File: config.mk
export PLATFORM = sky130hd
export DESIGN_NAME = rfe_ctrl
export DESIGN_NICKNAME = d
export VERILOG_FILES = /design/src/design/rfe_pkg.sv /design/src/design/rfe_ctrl.sv
export SDC_FILE = /design/constraint.sdc
export NUM_CORES = 1
export LEC_CHECK = 0
export BUFFER_PORTS_ARGS = -buffer_cell sky130_fd_sc_hd__buf_2
export CAP_MARGIN = 20
export CORE_MARGIN = 2
export CORE_UTILIZATION = 52
export DETAILED_ROUTE_END_ITERATION = 16
export GPL_TIMING_DRIVEN = 0
export PLACE_DENSITY = 0.79
export SLEW_MARGIN = 10
export SYNTH_ARGS = -nofsm -noshare
export SYNTH_HDL_FRONTEND = slang
export SYNTH_SLANG_ARGS = --single-unit
File: constraint.sdc
create_clock -name clk -period 2.1 [get_ports clk]
set_input_delay 0.105 -clock clk [delete_from_list [all_inputs] [get_ports clk]]
set_output_delay 0.105 -clock clk [all_outputs]
set_load 0.01 [all_outputs]
File: src/design/rfe_pkg.sv
`timescale 1ns / 1ps
package rfe_pkg;
	localparam int MAX_TERMS = 16;
	localparam int FRAC_BITS = 16;
	localparam int IDX_W = $clog2(MAX_TERMS);
	localparam int CNT_W = $clog2(MAX_TERMS + 1);

	typedef enum logic [1:0] {
		REQ_WR_NUM = 2'd0,
		REQ_WR_DEN = 2'd1,
		REQ_EVAL   = 2'd2,
		REQ_DERIV  = 2'd3
	} req_t;

	localparam logic CFG_NUM_TERMS = 1'b0;
	localparam logic CFG_DEN_TERMS = 1'b1;

	localparam logic signed [31:0] ONE_FX = 32'sd1 <<< FRAC_BITS;
	localparam logic signed [31:0] S32_MAX = 32'sh7FFF_FFFF;
	localparam logic signed [31:0] S32_MIN = 32'sh8000_0000;

	typedef enum logic [3:0] {
		ST_IDLE,
		ST_NUM_INIT,
		ST_NUM_STEP,
		ST_DEN_INIT,
		ST_DEN_STEP,
		ST_DER_A,
		ST_DER_B,
		ST_DER_C,
		ST_DIV_INIT,
		ST_DIV_RUN,
		ST_DIV_DONE,
		ST_DONE
	} state_t;

	// datapath operations requested by the controller
	typedef enum logic [3:0] {
		OP_NONE,
		OP_CLEAR,
		OP_LOAD_ONE,
		OP_HORNER_INIT,
		OP_HORNER_STEP,
		OP_SAVE_NUM,
		OP_SAVE_DEN,
		OP_DER_A,
		OP_DER_B,
		OP_DER_C,
		OP_DIV_INIT,
		OP_DIV_STEP,
		OP_DIV_DONE,
		OP_PASS
	} op_t;

	typedef struct packed {
		op_t              op;
		logic             use_den;
		logic [IDX_W-1:0] idx;
		logic             deriv;
	} cmd_t;

	typedef struct packed {
		logic div_last;
	} sts_t;

	function automatic logic signed [31:0] sat64(input logic signed [63:0] v, output logic c);
		begin
			c = 1'b0;
			if (v > 64'sh0000_0000_7FFF_FFFF) begin
				c = 1'b1;
				sat64 = S32_MAX;
			end else if (v < -64'sh0000_0000_8000_0000) begin
				c = 1'b1;
				sat64 = S32_MIN;
			end else begin
				sat64 = v[31:0];
			end
		end
	endfunction
endpackage

File: src/design/rfe_ctrl.sv
`timescale 1ns / 1ps
module rfe_ctrl (
	input  logic                     clk,
	input  logic                     arst_n,
	input  logic                     go,
	input  logic                     deriv,
	input  logic [rfe_pkg::CNT_W-1:0] na,
	input  logic [rfe_pkg::CNT_W-1:0] nb,
	input  rfe_pkg::sts_t            sts,
	output rfe_pkg::cmd_t            cmd,
	output logic                     busy,
	output logic                     done
);
	import rfe_pkg::*;

	state_t state_q, state_d;
	logic [IDX_W-1:0] idx_q, idx_d;
	logic deriv_q;

	always_ff @(posedge clk or negedge arst_n) begin
		if (!arst_n) begin
			state_q <= ST_IDLE;
			idx_q <= '0;
			deriv_q <= 1'b0;
		end else begin
			state_q <= state_d;
			idx_q <= idx_d;
			if (go) deriv_q <= deriv;
		end
	end

	always_comb begin
		state_d = state_q;
		idx_d = idx_q;
		unique case (state_q)
			ST_IDLE: if (go) begin
				state_d = ST_NUM_INIT;
			end
			ST_NUM_INIT: begin
				idx_d = IDX_W'(1);
				if (na <= CNT_W'(1)) state_d = ST_DEN_INIT;
				else state_d = ST_NUM_STEP;
			end
			ST_NUM_STEP: begin
				idx_d = idx_q + 1'b1;
				if (CNT_W'(idx_q) + 1'b1 >= na) state_d = ST_DEN_INIT;
			end
			ST_DEN_INIT: begin
				idx_d = IDX_W'(1);
				if (nb == '0) state_d = ST_DONE;
				else if (nb == CNT_W'(1)) state_d = deriv_q ? ST_DER_A : ST_DIV_INIT;
				else state_d = ST_DEN_STEP;
			end
			ST_DEN_STEP: begin
				idx_d = idx_q + 1'b1;
				if (CNT_W'(idx_q) + 1'b1 >= nb) state_d = deriv_q ? ST_DER_A : ST_DIV_INIT;
			end
			ST_DER_A: state_d = ST_DER_B;
			ST_DER_B: state_d = ST_DER_C;
			ST_DER_C: state_d = ST_DIV_INIT;
			ST_DIV_INIT: state_d = ST_DIV_RUN;
			ST_DIV_RUN: if (sts.div_last) state_d = ST_DIV_DONE;
			ST_DIV_DONE: state_d = ST_DONE;
			ST_DONE: state_d = ST_IDLE;
			default: state_d = ST_IDLE;
		endcase
	end

	always_comb begin
		cmd = '{op: OP_NONE, use_den: 1'b0, idx: idx_q, deriv: deriv_q};
		busy = (state_q != ST_IDLE);
		done = 1'b0;
		unique case (state_q)
			ST_IDLE: cmd.op = go ? OP_CLEAR : OP_NONE;
			ST_NUM_INIT: begin
				cmd.op = (na == '0) ? OP_LOAD_ONE : OP_HORNER_INIT;
				cmd.idx = '0;
			end
			ST_NUM_STEP: cmd.op = OP_HORNER_STEP;
			ST_DEN_INIT: begin
				cmd.op = (nb == '0) ? OP_PASS : OP_SAVE_NUM;
				cmd.use_den = 1'b1;
				cmd.idx = '0;
			end
			ST_DEN_STEP: begin
				cmd.op = OP_HORNER_STEP;
				cmd.use_den = 1'b1;
			end
			ST_DER_A: cmd.op = OP_DER_A;
			ST_DER_B: cmd.op = OP_DER_B;
			ST_DER_C: cmd.op = OP_DER_C;
			ST_DIV_INIT: cmd.op = OP_DIV_INIT;
			ST_DIV_RUN: cmd.op = OP_DIV_STEP;
			ST_DIV_DONE: cmd.op = OP_DIV_DONE;
			ST_DONE: done = 1'b1;
			default: cmd.op = OP_NONE;
		endcase
	end
endmodule

== Yosys cells after proc, flatten, opt, wreduce, memory -nomap -nowiden ==
Index checks and enable logic that the tools add are counted.

* Register bits: 9
* Input bits: 15
* Output and inout port bits: 12
* Logic and storage cells: 50

* Add/sub/neg operators: 2
* Magnitude comparators: 3
* Eq/ne operators: 16
* Multiplexer cells: 17
* Reduce and logical (&&, ||, !) cells: 9

{| class="wikitable"
|+ Operator list
! cell !! number
|-
| $pmux W4 S11 || 1
|-
| $pmux W4 S10 || 1
|-
| $mux W4 || 9
|-
| $eq A4 B3 Y1 const B || 4
|-
| $eq A4 B4 Y1 const B || 4
|-
| $ge A5 B5 Y1 || 2
|-
| $logic_not A5 Y1 || 2
|-
| $eq A4 B2 Y1 const B || 2
|-
| $ne A2 B2 Y1 const B || 4
|-
| $pmux W4 S2 || 1
|-
| $reduce_or A2 Y1 || 3
|-
| $add A4 B1 Y5 const B || 1
|-
| $eq A5 B1 Y1 const B || 1
|-
| $le A5 B1 Y1 const B || 1
|-
| $mux W1 || 5
|-
| $add A4 B1 Y4 const B || 1
|-
| $eq A4 B1 Y1 const B || 1
|-
| $logic_not A4 Y1 || 1
|-
| $reduce_and A4 Y1 || 1
|-
| $reduce_bool A4 Y1 || 1
|-
| $reduce_bool A2 Y1 || 1
|}

== Logic depth before layout (Yosys ltp) ==
* Depth in word-level cells: 4
* Depth in mapped cells: 8
* Mapped depth without buffers: 8

== Worst setup path before layout ==
Ideal clock, no wire load.

* Path kind: reg2reg
* Start: register idx_q[0]
* End: register state_q[3]
* Setup time: 0.119 ns
* Arrival time: 1.678 ns
* Required time: 1.981 ns
* Path slack: 0.303 ns
* Cell stages (with the launch flop): 8
* Cell sequence: dfrtp_1 ha_1 and3_1 ha_1 a21oi_1 and4bb_2 o21ai_2 and2_1

* Longest elaborated chain between the ends: 4
* Elaborated cells on any way between the ends: 6

{| class="wikitable"
|+ Ends and longest elaborated chain
! element !! RTL line !! RTL
|-
| from (decl) || rfe_ctrl.sv:17 || <nowiki>logic [IDX_W-1:0] idx_q, idx_d;</nowiki>
|-
| from (signal assigned) || rfe_ctrl.sv:27 || <nowiki>idx_q <= idx_d;</nowiki>
|-
| $add A4 B1 Y5 (*) || rfe_ctrl.sv:46, rfe_ctrl.sv:56 ||
|-
| $ge A5 B5 Y1, on equally long branches || rfe_ctrl.sv:56, rfe_ctrl.sv:46 ||
|-
| $ne A2 B2 Y1 (no source line) || - ||
|-
| $reduce_and A4 Y1 (no source line) (*) || - ||
|-
| to (signal assigned) || rfe_ctrl.sv:26 || <nowiki>state_q <= state_d;</nowiki>
|-
| to (decl) || rfe_ctrl.sv:16 || <nowiki>state_t state_q, state_d;</nowiki>
|}

Mark *: on every way between the ends. The rest lies on a longest branch, timed or not.
A chain may end at the register's enable or synchronous reset.

== Worst setup path in the final report ==
Ends and elaborated chain as after synthesis.

==> key figures <==
Clocking
  – Cts repair resizes: 0
  – CTS sink count: 9
  – CTS tree: done
  – Worst skew pair latency: 0.26 ns
  – Clock tree buffer depth: 2
  – TritonCTS buffer count: 3
  – H-tree depth: 1
  – CTS clk-pin slew, worst paths: 0.06 ns
  – CTS root buffer: clkbuf_4

Timing
  – Min Tclk post-route: 1.929 ns
  – Slew headroom: 0.7089
  – Final setup fails: 0
  – Worst slew pin tran: 0.4367 ns
  – Max Slew Vio Count: 0
  – Fmax: 518.3 MHz
  – Final Hold Vio Count: 0
  – Fin Setup TNS: 0 ns
  – Final Cycle Share: 0.9187
  – RSZ-0062 raised after global routing: no
  – Clock Skew: 0.006749 ns

Route
  – Vias: approximately 1100
  – # DRC: 0
  – DR vias/cell: approximately 5.7
  – Pre-antenna DRT Iters: 4
  – Post-DRT Antenna Nets: 0
  – Wirelength, routed: 2566 um
  – DR WL/cell: 13.30 um
  – Initial DRC count: 44

Worst setup path
  – WP depth: 7
  – CP Cell Sequence: ha_1 > and3_1 > ha_1 > a21oi_1 > and4bb_2 > o21ai_2 > and2_1
  – Critical Setup Path Class: reg2reg
  – Max incr delay on CP: 0.47 ns
  – Crit path max-delay family: simple AND/OR/NAND/NOR gates
  – Worst Path Buf+Inv: 0
  – Crit Path Max Fanout: 7
  – Worst Path Required: 2.25 ns
  – Crit path DAT: 2.08 ns
  – CP Capture Type: register
  – Most frequent CP cell: ha_1
  – Startpoint Class: register
  – Slowest cell on crit path: dfrtp_1
  – Worst reg2reg path depth: 7

Pwr
  – Static leakage: between 0.6 and 0.7 nW
  – Pwr dens: between 1000 and 1500 mW/mm^2
  – Switching share of total power: 0.5041
  – Internal power: 0.8158 mW
  – Clock Power Share: 0.078
  – Tot Pwr: 1.645 mW
  – Combinational power share: 0.721
  – Sequential Power Share: 0.201
  – Switching pwr: 0.8291 mW
  – Peak VDD IR: 870.0 uV

Finish
  – Multi-input gate area: 733.2 sq um
  – Share of cells above drive strength 1: 0.2651
  – Fillers: 184
  – Ant diodes: 0
  – Net count, final: 193
  – Most common cell after layout, fill and taps aside: buf_2
  – Sequential cell area: 225.2 sq um
  – Area Growth Syn to Fin: 19.12%
  – Most frequent cells in the layout: 26 x buf_2, 14 x a21oi_1, 12 x inv_1

Floorplan
  – # IOs: 27
  – Area of the die: 0.002389 sq mm
  – Die Ht: 48.88 um
  – Core ar.: 0.001922 sq mm
  – Initial core utilization: 0.5449
  – Row count: 16
  – Die width: around 49 um

Logic synthesis
  – Synth top area cells: dfrtp_1 22%, ha_1 13%, a21oi_1 6.7%, inv_1 4.3%, nand2_1 3.9%
  – Post-Synthesis Cells: 135
  – Count of different cell masters after synthesis: 44
  – Synth Cell Area: 0.001047 sq mm
  – YS warnings: 0
  – Syn nets: approximately 160
  – Ys flop type: dfrtp_1
  – Async SR Flop Fraction: 1.000
  – Syn_area_per_cell: between 7 and 8 sq um
  – Post-synth EDFFs: 0
  – Yosys reg bits: 9
  – Area leader, netlist: dfrtp_1
  – Register area share after synthesis: 0.2151
  – Post-synth top area share: 0.2151

Status
  – Status: finished clean

Hold path
  – Min-delay worst type: in2reg
  – Cells on Worst Hold Path: 2

Global route
  – Antenna violations before repair: 0
  – Vias in the first global route: 1004
  – GRT Residual Overflow: 0
  – Gr usage total: 0.2345
  – Pin count of the biggest net entering global routing: 11
  – First-pass GRT wire length: around 4500 um

Place
  – Hpwl dp: 2061 um
  – Final GP Congestion: roughly 0.86
  – Number of port buffers: 26

Run
  – Max Cap Violations: 0
==> flip-flops by register name, indices dropped and copies added (netlist names) <==
name and flops:
deriv_q 1, idx_q 4, state_q 4
==> power groups by stage <==
stage / sequential [mW] / combinational, mW / clock [mW]
2_1_floorplan: 0.302 / 0.879 / 0
3_3_place_gp: 0.324 / 1.15 / 0
3_5_place_dp: 0.328 / 1.18 / 0
4_1_cts: 0.326 / 1.19 / 0.136
5_1_grt: 0.338 / 1.33 / 0.154
6_report: 0.331 / 1.19 / 0.129
==> worst paths after layout <==
kind	from	endpoint	slack, ns
min in group asynchronous	arst_n	state_q[1]	0.22
min reg2reg	idx_q[1]	idx_q[1]	0.59
max in group asynchronous	arst_n	idx_q[1]	1.70
max reg2reg	idx_q[0]	state_q[3]	0.17
max	idx_q[0]	state_q[3]	0.17
min	deriv	deriv_q	0.1
==> metal layers <==
layer  global-route usage  share of wire  wire [um]
met1               0.2967           0.42       1086
met2               0.4018           0.48       1238
met3              0.06135          0.078        200
met4              0.04762          0.016         41
met5                    0              0          0
==> cell families (layout without fill, tap and decap cells) <==
| kind of cell | after synthesis | in the layout | share of synthesized area |
|---|---|---|---|
| AND/OR/NAND/NOR | 49 | 49 | 0.2736 |
| AO/OA/AOI/OAI | 44 | 44 | 0.2676 |
| buffers and inverters | 19 | 50 | 0.08481 |
| adder cells (fa/ha/maj) | 11 | 11 | 0.1314 |
| flip-flops | 9 | 9 | 0.2151 |
| XOR/XNOR | 2 | 2 | 0.01673 |
| multiplexers | 1 | 1 | 0.01075 |
==> through the flow <==
step           cell area, sq um    util  cells  setup slack, ns  hold WS [ns]
2_1_floorplan              1047       -    135           0.3032       -0.1906
3_3_place_gp               1211  0.6302    188           0.1726      -0.04050
3_5_place_dp               1211  0.6302    188           0.1548      -0.04137
4_1_cts                    1247  0.6491    193           0.1561       0.08659
5_1_grt                    1247  0.6491    193          0.06004       0.08637
6_report                   1247  0.6491    193           0.1708       0.09781
==> Yosys cell counts (all sizes together), types with 3 or more instances <==
cell    instances
dfrtp           9
nand2          11
nand2b          5
ha             11
o21ai          11
o22ai           3
nor3            4
or2             4
nand3b          4
inv            12
a21oi          15
nor2            9
clkbuf          5
==> timing repair <==
| item | in CTS | in global routing |
|---|---|---|
| hold endpoints to repair | 9 | 0 |
| buffers inserted | 0 | 0 |
| hold buffers | 1 | 0 |
==> cell type report <==
cell class,count,area share
clock buffers,4,0.02106
flip-flops and latches,9,0.1805
inverters,12,0.03611
plain buffers,7,0.03511
repair buffers,27,0.1123
well taps,27,0.02708
multi-input cells,107,0.5878
No activity file was read; power rests on OpenSTA's default activity.
